`config.mk`:
```
export PLATFORM = sky130hd
export DESIGN_NAME = stable_priority_queue_top
export DESIGN_NICKNAME = d
export VERILOG_FILES = /design/src/sv/spq_pkg.sv /design/src/sv/spq_cell.sv /design/src/sv/stable_priority_queue_top.sv
export SDC_FILE = /design/constraint.sdc
export NUM_CORES = 2
export LEC_CHECK = 0
export ABC_AREA = 1
export BUFFER_PORTS_ARGS = -buffer_cell sky130_fd_sc_hd__buf_2
export CORE_ASPECT_RATIO = 1.5
export CORE_MARGIN = 5
export CORE_UTILIZATION = 45
export DETAILED_ROUTE_END_ITERATION = 10
export GPL_TIMING_DRIVEN = 0
export PLACE_DENSITY = 0.56
export RECOVER_POWER = 50
export SLEW_MARGIN = 40
export SYNTH_ARGS = -nofsm -noshare
export SYNTH_HDL_FRONTEND = slang
export SYNTH_SLANG_ARGS = --single-unit
```
`constraint.sdc`:
```
create_clock -name clk_i -period 5.2 [get_ports clk_i]
set_input_delay 0.52 -clock clk_i [delete_from_list [all_inputs] [get_ports clk_i]]
set_output_delay 0.52 -clock clk_i [all_outputs]
set_load 0.005 [all_outputs]
```
`src/sv/spq_pkg.sv`:
```
// ----------------------------------------------------------------------------
// spq_pkg: shared types for the stable priority queue
// Transaction payloads, operation and status codes, cell link types.
// ----------------------------------------------------------------------------
package spq_pkg;

  localparam int unsigned ValueW = 32;
  localparam int unsigned PrioW  = 16;
  localparam int unsigned OccW   = 5;

  typedef enum logic [0:0] {
    ACT_INSERT = 1'b0,
    ACT_REMOVE = 1'b1
  } action_e;

  typedef enum logic [1:0] {
    ST_OK    = 2'd0,
    ST_EMPTY = 2'd1,
    ST_FULL  = 2'd2
  } status_e;

  typedef logic signed [ValueW-1:0] value_t;
  typedef logic signed [PrioW-1:0]  prio_t;
  typedef logic [OccW-1:0]          occ_t;

  typedef struct packed {
    action_e action;
    value_t  entry_value;
    prio_t   entry_priority;
  } in_t;

  typedef struct packed {
    status_e status;
    value_t  removed_value;
    occ_t    occupancy;
  } out_t;

  // Operation broadcast to every cell in a cycle
  typedef enum logic [1:0] {
    CELL_HOLD   = 2'd0,
    CELL_INSERT = 2'd1,
    CELL_REMOVE = 2'd2
  } cell_op_e;

  typedef struct packed {
    cell_op_e op;
    prio_t    key;
    value_t   value;
  } cell_cmd_t;

  // What a cell shows its neighbours
  typedef struct packed {
    logic   valid;
    logic   greater;  // valid and priority number above the broadcast key
    value_t value;
    prio_t  prio;
  } slot_t;

endpackage

```
`src/sv/spq_cell.sv`:
```
// ----------------------------------------------------------------------------
// spq_cell: one slot of the sorted queue
// Holds one entry; on insert it keeps, shifts right or takes the new entry,
// on remove it takes its right neighbour's entry.
// ----------------------------------------------------------------------------
module spq_cell (
  input  logic              clk_i,
  input  logic              rst_ni,
  input  spq_pkg::cell_cmd_t cmd_i,
  input  spq_pkg::slot_t    left_i,
  input  spq_pkg::slot_t    right_i,
  output spq_pkg::slot_t    slot_o
);

  logic            valid_q, valid_d;
  spq_pkg::value_t value_q, value_d;
  spq_pkg::prio_t  prio_q, prio_d;
  logic            greater;

  assign greater = valid_q && (prio_q > cmd_i.key);

  always_comb begin
    valid_d = valid_q;
    value_d = value_q;
    prio_d  = prio_q;
    case (cmd_i.op)
      spq_pkg::CELL_INSERT: begin
        valid_d = valid_q | left_i.valid;
        if (left_i.greater) begin
          // new entry lands further left: shift back by one
          value_d = left_i.value;
          prio_d  = left_i.prio;
        end else if (left_i.valid && (greater || !valid_q)) begin
          value_d = cmd_i.value;
          prio_d  = cmd_i.key;
        end
      end
      spq_pkg::CELL_REMOVE: begin
        valid_d = right_i.valid;
        value_d = right_i.value;
        prio_d  = right_i.prio;
      end
      default: begin
      end
    endcase
  end

  always_ff @(posedge clk_i or negedge rst_ni) begin
    if (!rst_ni) begin
      valid_q <= 1'b0;
    end else begin
      valid_q <= valid_d;
    end
  end

  always_ff @(posedge clk_i) begin
    value_q <= value_d;
    prio_q  <= prio_d;
  end

  assign slot_o = '{valid: valid_q, greater: greater, value: value_q, prio: prio_q};

endmodule

```
`src/sv/stable_priority_queue_top.sv`:
```
// ----------------------------------------------------------------------------
// stable_priority_queue_top: bounded priority queue as a row of sorting cells
// Each transaction in is an insert or a remove of the head entry; each gives
// one result transaction out with status, removed value and occupancy.
//
// Entries live in a row of CAPACITY cells kept in priority order, cell 0
// being the head. A lower priority number is served first and equal numbers
// leave in arrival order. Every cell compares the broadcast key with its own
// entry in parallel and either keeps it, passes it one cell back, or takes
// the new entry; the cells and the result register are written on the same
// edge. The input is taken in the same cycle as the result register drains,
// giving a sustained rate of one transaction per clock while out_ready_i is high.
// An insert into a full queue is dropped with status full, a remove on an
// empty queue returns status empty; removed_value is zero unless a remove
// succeeds. Occupancy is the fill count after the transaction, reduced to
// its five bits.
// ----------------------------------------------------------------------------
module stable_priority_queue_top #(
  parameter int unsigned CAPACITY = 16
) (
  input  logic          clk_i,
  input  logic          rst_ni,
  input  logic          in_valid_i,
  output logic          in_ready_o,
  input  spq_pkg::in_t  in_data_i,
  output logic          out_valid_o,
  input  logic          out_ready_i,
  output spq_pkg::out_t out_data_o
);

  localparam int unsigned CntW = $clog2(CAPACITY + 1);

  logic                in_fire;
  logic                is_full, is_empty;
  logic [CntW-1:0]     count_q, count_d;
  logic                out_valid_q;
  spq_pkg::out_t       out_q, out_d;
  spq_pkg::cell_cmd_t  cmd;

  spq_pkg::slot_t      slot_out [CAPACITY];
  spq_pkg::slot_t      left_in  [CAPACITY];
  spq_pkg::slot_t      right_in [CAPACITY];
  logic [CAPACITY-1:0] vld;

  // Result register drains in the cycle a new transaction is taken
  assign in_ready_o = !out_valid_q || out_ready_i;
  assign in_fire    = in_valid_i && in_ready_o;

  assign is_full  = (count_q == CntW'(CAPACITY));
  assign is_empty = (count_q == '0);

  always_comb begin
    cmd.op    = spq_pkg::CELL_HOLD;
    cmd.key   = in_data_i.entry_priority;
    cmd.value = in_data_i.entry_value;
    count_d   = count_q;
    out_d.status        = spq_pkg::ST_OK;
    out_d.removed_value = '0;
    if (in_data_i.action == spq_pkg::ACT_INSERT) begin
      if (is_full) begin
        out_d.status = spq_pkg::ST_FULL;
      end else begin
        cmd.op  = in_fire ? spq_pkg::CELL_INSERT : spq_pkg::CELL_HOLD;
        count_d = count_q + CntW'(1);
      end
    end else begin
      if (is_empty) begin
        out_d.status = spq_pkg::ST_EMPTY;
      end else begin
        cmd.op              = in_fire ? spq_pkg::CELL_REMOVE : spq_pkg::CELL_HOLD;
        count_d             = count_q - CntW'(1);
        out_d.removed_value = slot_out[0].value;
      end
    end
    out_d.occupancy = spq_pkg::occ_t'(count_d);
  end

  // Cell row: the head sees an always-valid, never-greater left neighbour,
  // the tail an empty right neighbour.
  for (genvar i = 0; i < CAPACITY; i++) begin : g_cell
    if (i == 0) begin : g_head
      assign left_in[i] = '{valid: 1'b1, greater: 1'b0, value: '0, prio: '0};
    end else begin : g_body
      assign left_in[i] = slot_out[i-1];
    end
    if (i == CAPACITY - 1) begin : g_tail
      assign right_in[i] = '{valid: 1'b0, greater: 1'b0, value: '0, prio: '0};
    end else begin : g_inner
      assign right_in[i] = slot_out[i+1];
    end

    spq_cell u_cell (
      .clk_i   (clk_i),
      .rst_ni  (rst_ni),
      .cmd_i   (cmd),
      .left_i  (left_in[i]),
      .right_i (right_in[i]),
      .slot_o  (slot_out[i])
    );

    assign vld[i] = slot_out[i].valid;
  end

  always_ff @(posedge clk_i or negedge rst_ni) begin
    if (!rst_ni) begin
      count_q     <= '0;
      out_valid_q <= 1'b0;
    end else begin
      if (in_fire) begin
        count_q     <= count_d;
        out_valid_q <= 1'b1;
      end else if (out_ready_i) begin
        out_valid_q <= 1'b0;
      end
    end
  end

  always_ff @(posedge clk_i) begin
    if (in_fire) begin
      out_q <= out_d;
    end
  end

  assign out_valid_o = out_valid_q;
  assign out_data_o  = out_q;

`ifndef ASSERT_OFF
  // Valid cells and the fill count agree
  a_count_matches: assert property (@(posedge clk_i) disable iff (!rst_ni)
    $countones(vld) == int'(count_q))
    else $error("cell valid bits disagree with fill count");

  // Valid cells form a prefix of the row
  a_valid_prefix: assert property (@(posedge clk_i) disable iff (!rst_ni)
    ((vld >> 1) & ~vld) == '0)
    else $error("gap in valid cells");

  // A dropped insert leaves the fill count alone
  a_full_hold: assert property (@(posedge clk_i) disable iff (!rst_ni)
    (in_fire && in_data_i.action == spq_pkg::ACT_INSERT && is_full)
    |=> (count_q == $past(count_q)) && (out_q.status == spq_pkg::ST_FULL))
    else $error("insert into full queue changed state");

  // A successful remove returns what the head held
  a_remove_head: assert property (@(posedge clk_i) disable iff (!rst_ni)
    (in_fire && in_data_i.action == spq_pkg::ACT_REMOVE && !is_empty)
    |=> (out_q.removed_value == $past(slot_out[0].value))
        && (out_q.status == spq_pkg::ST_OK))
    else $error("removed value differs from head entry");
`endif

endmodule
```
==> out/results.ini <==
[logic_synthesis]
synth_xor_area_share_pct=0.0816
muxShareOfSynthArea_pct=0.0210
synth_adder_area_share_pct=6.01
ys_top_cells_by_area=edfxtp_1 (45%), nand2_1 (17%), nand4_1 (8.4%), nand3_1 (6.9%), ha_1 (6.0%)
synth_nets=7208
ys_types=36
synth_top_family_by_area=simple AND/OR/NAND/NOR gates
ys_seq_area_share_pct=46.2
syn_area_um2=53700
synth-compound-area-share_pct=2.79
ys.flop_type=edfxtp_1
yosysWarningCount=0
syn_inst=6897
synthSimpleGateAreaFrac_pct=34.2
synthArstFlopShare_pct=2.65
synth_edf_count=807
ys_ff_latch=829
syn_avg_cell_area_um2=7.78
yosysTopAreaCellShare_pct=45.2
yosysTopAreaCell=edfxtp_1

[clock_tree]
htreeDepth=3
tritoncts=built
clk_path_buf_depth=3
clockRootBuffer=clkbuf_16
cts.sinks=829
cts-resized-gates=0
cts_hold_buffers=1
post_cts_buffers=0
clk_latency_ns=0.71
path_clk_slew_ns=0.06
numCtsBuffers=90

[global_routing]
busiest_layer=met2
use_met3_pct=2.60
grt_pass1_wl_um=284000
met1_usage_pct=31.5
grtUsageTotal_pct=29.3
grt_pass1_vias=47778
grt_overflow=0
antenna_found_initial=0
grt_start_max_net_pins=47
met2_usage_pct=55.5

[die]
rows=155
coreArea_um2=119000
initial_core_util_pct=45.2
die_h_um=433
dieArea_um2=126000
die-width_um=292
pin_count=94

[critical_path]
critPathCaptureType=register
required_ns=5.60
slowest_delay_ns=0.54
slowest_stage=clkbuf_1
critPathKind=input pin to register
cp_max_fo=17
start_kind=input pin
crit_path_frequent_cell=nand2_1
path_cells=buf_2 -> clkinv_1 -> clkbuf_1 -> buf_16 -> ha_1 -> nand2_1 -> nor2_1 -> nand3_1 -> nor2_1 -> nand2_1 -> nand3_1 -> nand2_1 -> nand2_1 -> nand3_1 -> buf_6 -> nand2_1 -> nor2_1 -> nor2_4 -> buf_8 -> buf_16
path_delay_family=simple AND/OR/NAND/NOR gates
crit_buf_inv=7
cp.arrival_ns=5.26

[timing]
final_max_slew_viol_count=85
fin_crit_sh_pct=93.3
period_needed_ns=4.85
fmax_mhz=206
clock-skew-final_ns=0.0231
finalHoldViolations=0
slew_headroom_pct=-48.7
worst_pin_slew_ns=2.23
rsz0062_at_grt=false
setup_viol=0
fin_ws_ns=0.347

[outcome]
violations=capacitance limit, slew limit
status=complete, but fails checks

[route]
num_vias=46661
first_pass_iters=7
drt_first_iter_violations=3594
routed_wl_um=190000
drc=0
ant_nets=0
viasPerCell=5.32
wl_per_cell_um=21.7

[placement]
place_area_um2=57000
gp_congestion=0.950
place_ws_ns=-0.00795
dpl.hpwl_um=159000
port_buffers=93

[power_and_ir_drop]
internal_power_mw=16.5
power.density_nw_per_um2=459
p_comb_share_pct=38.3
seqPwrFrac_pct=38.3
swShare_pct=39.8
clkPwrFrac_pct=23.3
ir_drop_v=0.000261
leakage_nw=28.1
p_sw_mw=10.9

[cells_and_area]
fin_nets=7435
layout_commonest_cell=nand2_1
final_cell_mix=nand2_1 (2,403), inv_1 (855), edfxtp_1 (807)
design_area_um2=59500
area_delta_synth_final_pct=10.9
layout-drive-gt1-share_pct=6.63

[job]
maxCapViolCount=3

[min_path]
hold_class=input pin to register

-- final cells by class --
class	count	area [µm²]
Fill cell	11899	59200
Sequential cell	829	24800
Multi-Input combinational cell	4667	23200
Inverter	873	3280
Clock buffer	117	2450
Buffer	528	2400
Tap cell	1570	1960
Timing Repair Buffer	135	1130
Clock inverter	48	344
Antenna cell	3	7.51
-- final timing paths --
path	from	to	slack [ns]	cells after the start
min in group asynchronous	rst_ni	count_q[0]	0.74	2
worst max register to register	count_q[0]	g_cell[1].u_cell.value_q[5]	0.51	12
worst min-delay path	out_ready_i	out_valid_o	0.11	4
max in group asynchronous	rst_ni	g_cell[11].u_cell.valid_q	3.51	2
worst min register to register	g_cell[15].u_cell.value_q[5]	g_cell[14].u_cell.value_q[5]	0.51	2
worst max-delay path	in_data_i[15]	g_cell[12].u_cell.value_q[11]	0.35	20
-- worst reg2reg max path, stage by stage, from the launching register on --
cell	delay, ns
dfrtp_1	0.44
inv_1	0.12
ha_1	0.24
nand3_1	0.12
inv_1	0.06
nand2_1	0.08
nand2_1	0.26
nor2_1	0.31
clkbuf_1	0.67
clkbuf_1	1.12
clkbuf_1	0.89
nand2_1	0.13
nand2_1	0.11
-- metal layers --
metal  vias up  routed length, µm
met4         0              12700
met5         -                  0
met3       439               8480
li1      23516                  -
met1     21273              69400
met2      1433              99800
-- power by group through the flow --
| stage | Sequential, mW | Clock (mW) | Combinational, mW |
|---|---|---|---|
| finish | 10.5 | 6.38 | 10.5 |
| global route | 10.6 | 6.70 | 11.8 |
| CTS | 10.5 | 6.46 | 10.6 |
| detailed placement | 10.6 | 0 | 10.5 |
| global placement | 10.6 | 0 | 10.0 |
| floorplan | 10.4 | 0 | 7.16 |
-- sequential cells by signal (all words and copies together) (netlist names) --
register	cells
g_cell.u_cell.value_q	512
g_cell.u_cell.prio_q	256
out_data_o	39
g_cell.u_cell.valid_q	16
count_q	5
out_valid_o	1
-- logic make-up (layout without fill, tap and decap cells) --
group,count (synthesis),in the layout
adders and majority gates,258,258
DFF,829,829
buffers and inverters,1401,1701
xor gates and xnor gates,5,5
other,0,3
and+or+nand+nor,4119,4119
AOI/OAI and AO/OA,284,284
muxes,1,1
-- through the flow --
stage | power (mW) | hold WS [ns] | utilization, % | TNS (ns) | std cells
final | 27.3 | 0.108 | 50.1 | 0 | 8770
after global routing | 29.1 | 0.128 | 50.1 | 0 | 8767
after CTS | 27.5 | 0.0629 | 50.4 | 0 | 8766
after detailed placement | 21.1 | 0.501 | 48.0 | -0.134 | 8600
after global placement | 20.7 | 0.498 | 47.3 | -1760.82 | 8560
after floorplan | 17.5 | 0.224 | - | 0 | 6897
-- cells in the mapped netlist, types with 3 or more instances --
cell      count
nor2_2       15
a211oi_1      5
buf_2       185
inv_2         3
nand3_1     741
ha_1        258
buf_1        38
o21ai_0     119
a22oi_1       7
dfrtp_1      22
nor2_1      214
clkbuf_1    250
buf_6        19
nand2_2      14
a21o_1        3
xor2_1        3
a21oi_1     130
nand3_2      12
buf_4        34
o21bai_1     10
inv_1       855
nand4_1     718
edfxtp_1    807
o21ai_1       4
clkinv_1     15
nand2_1    2400
Note: power is estimated with default switching activity, not from simulation.
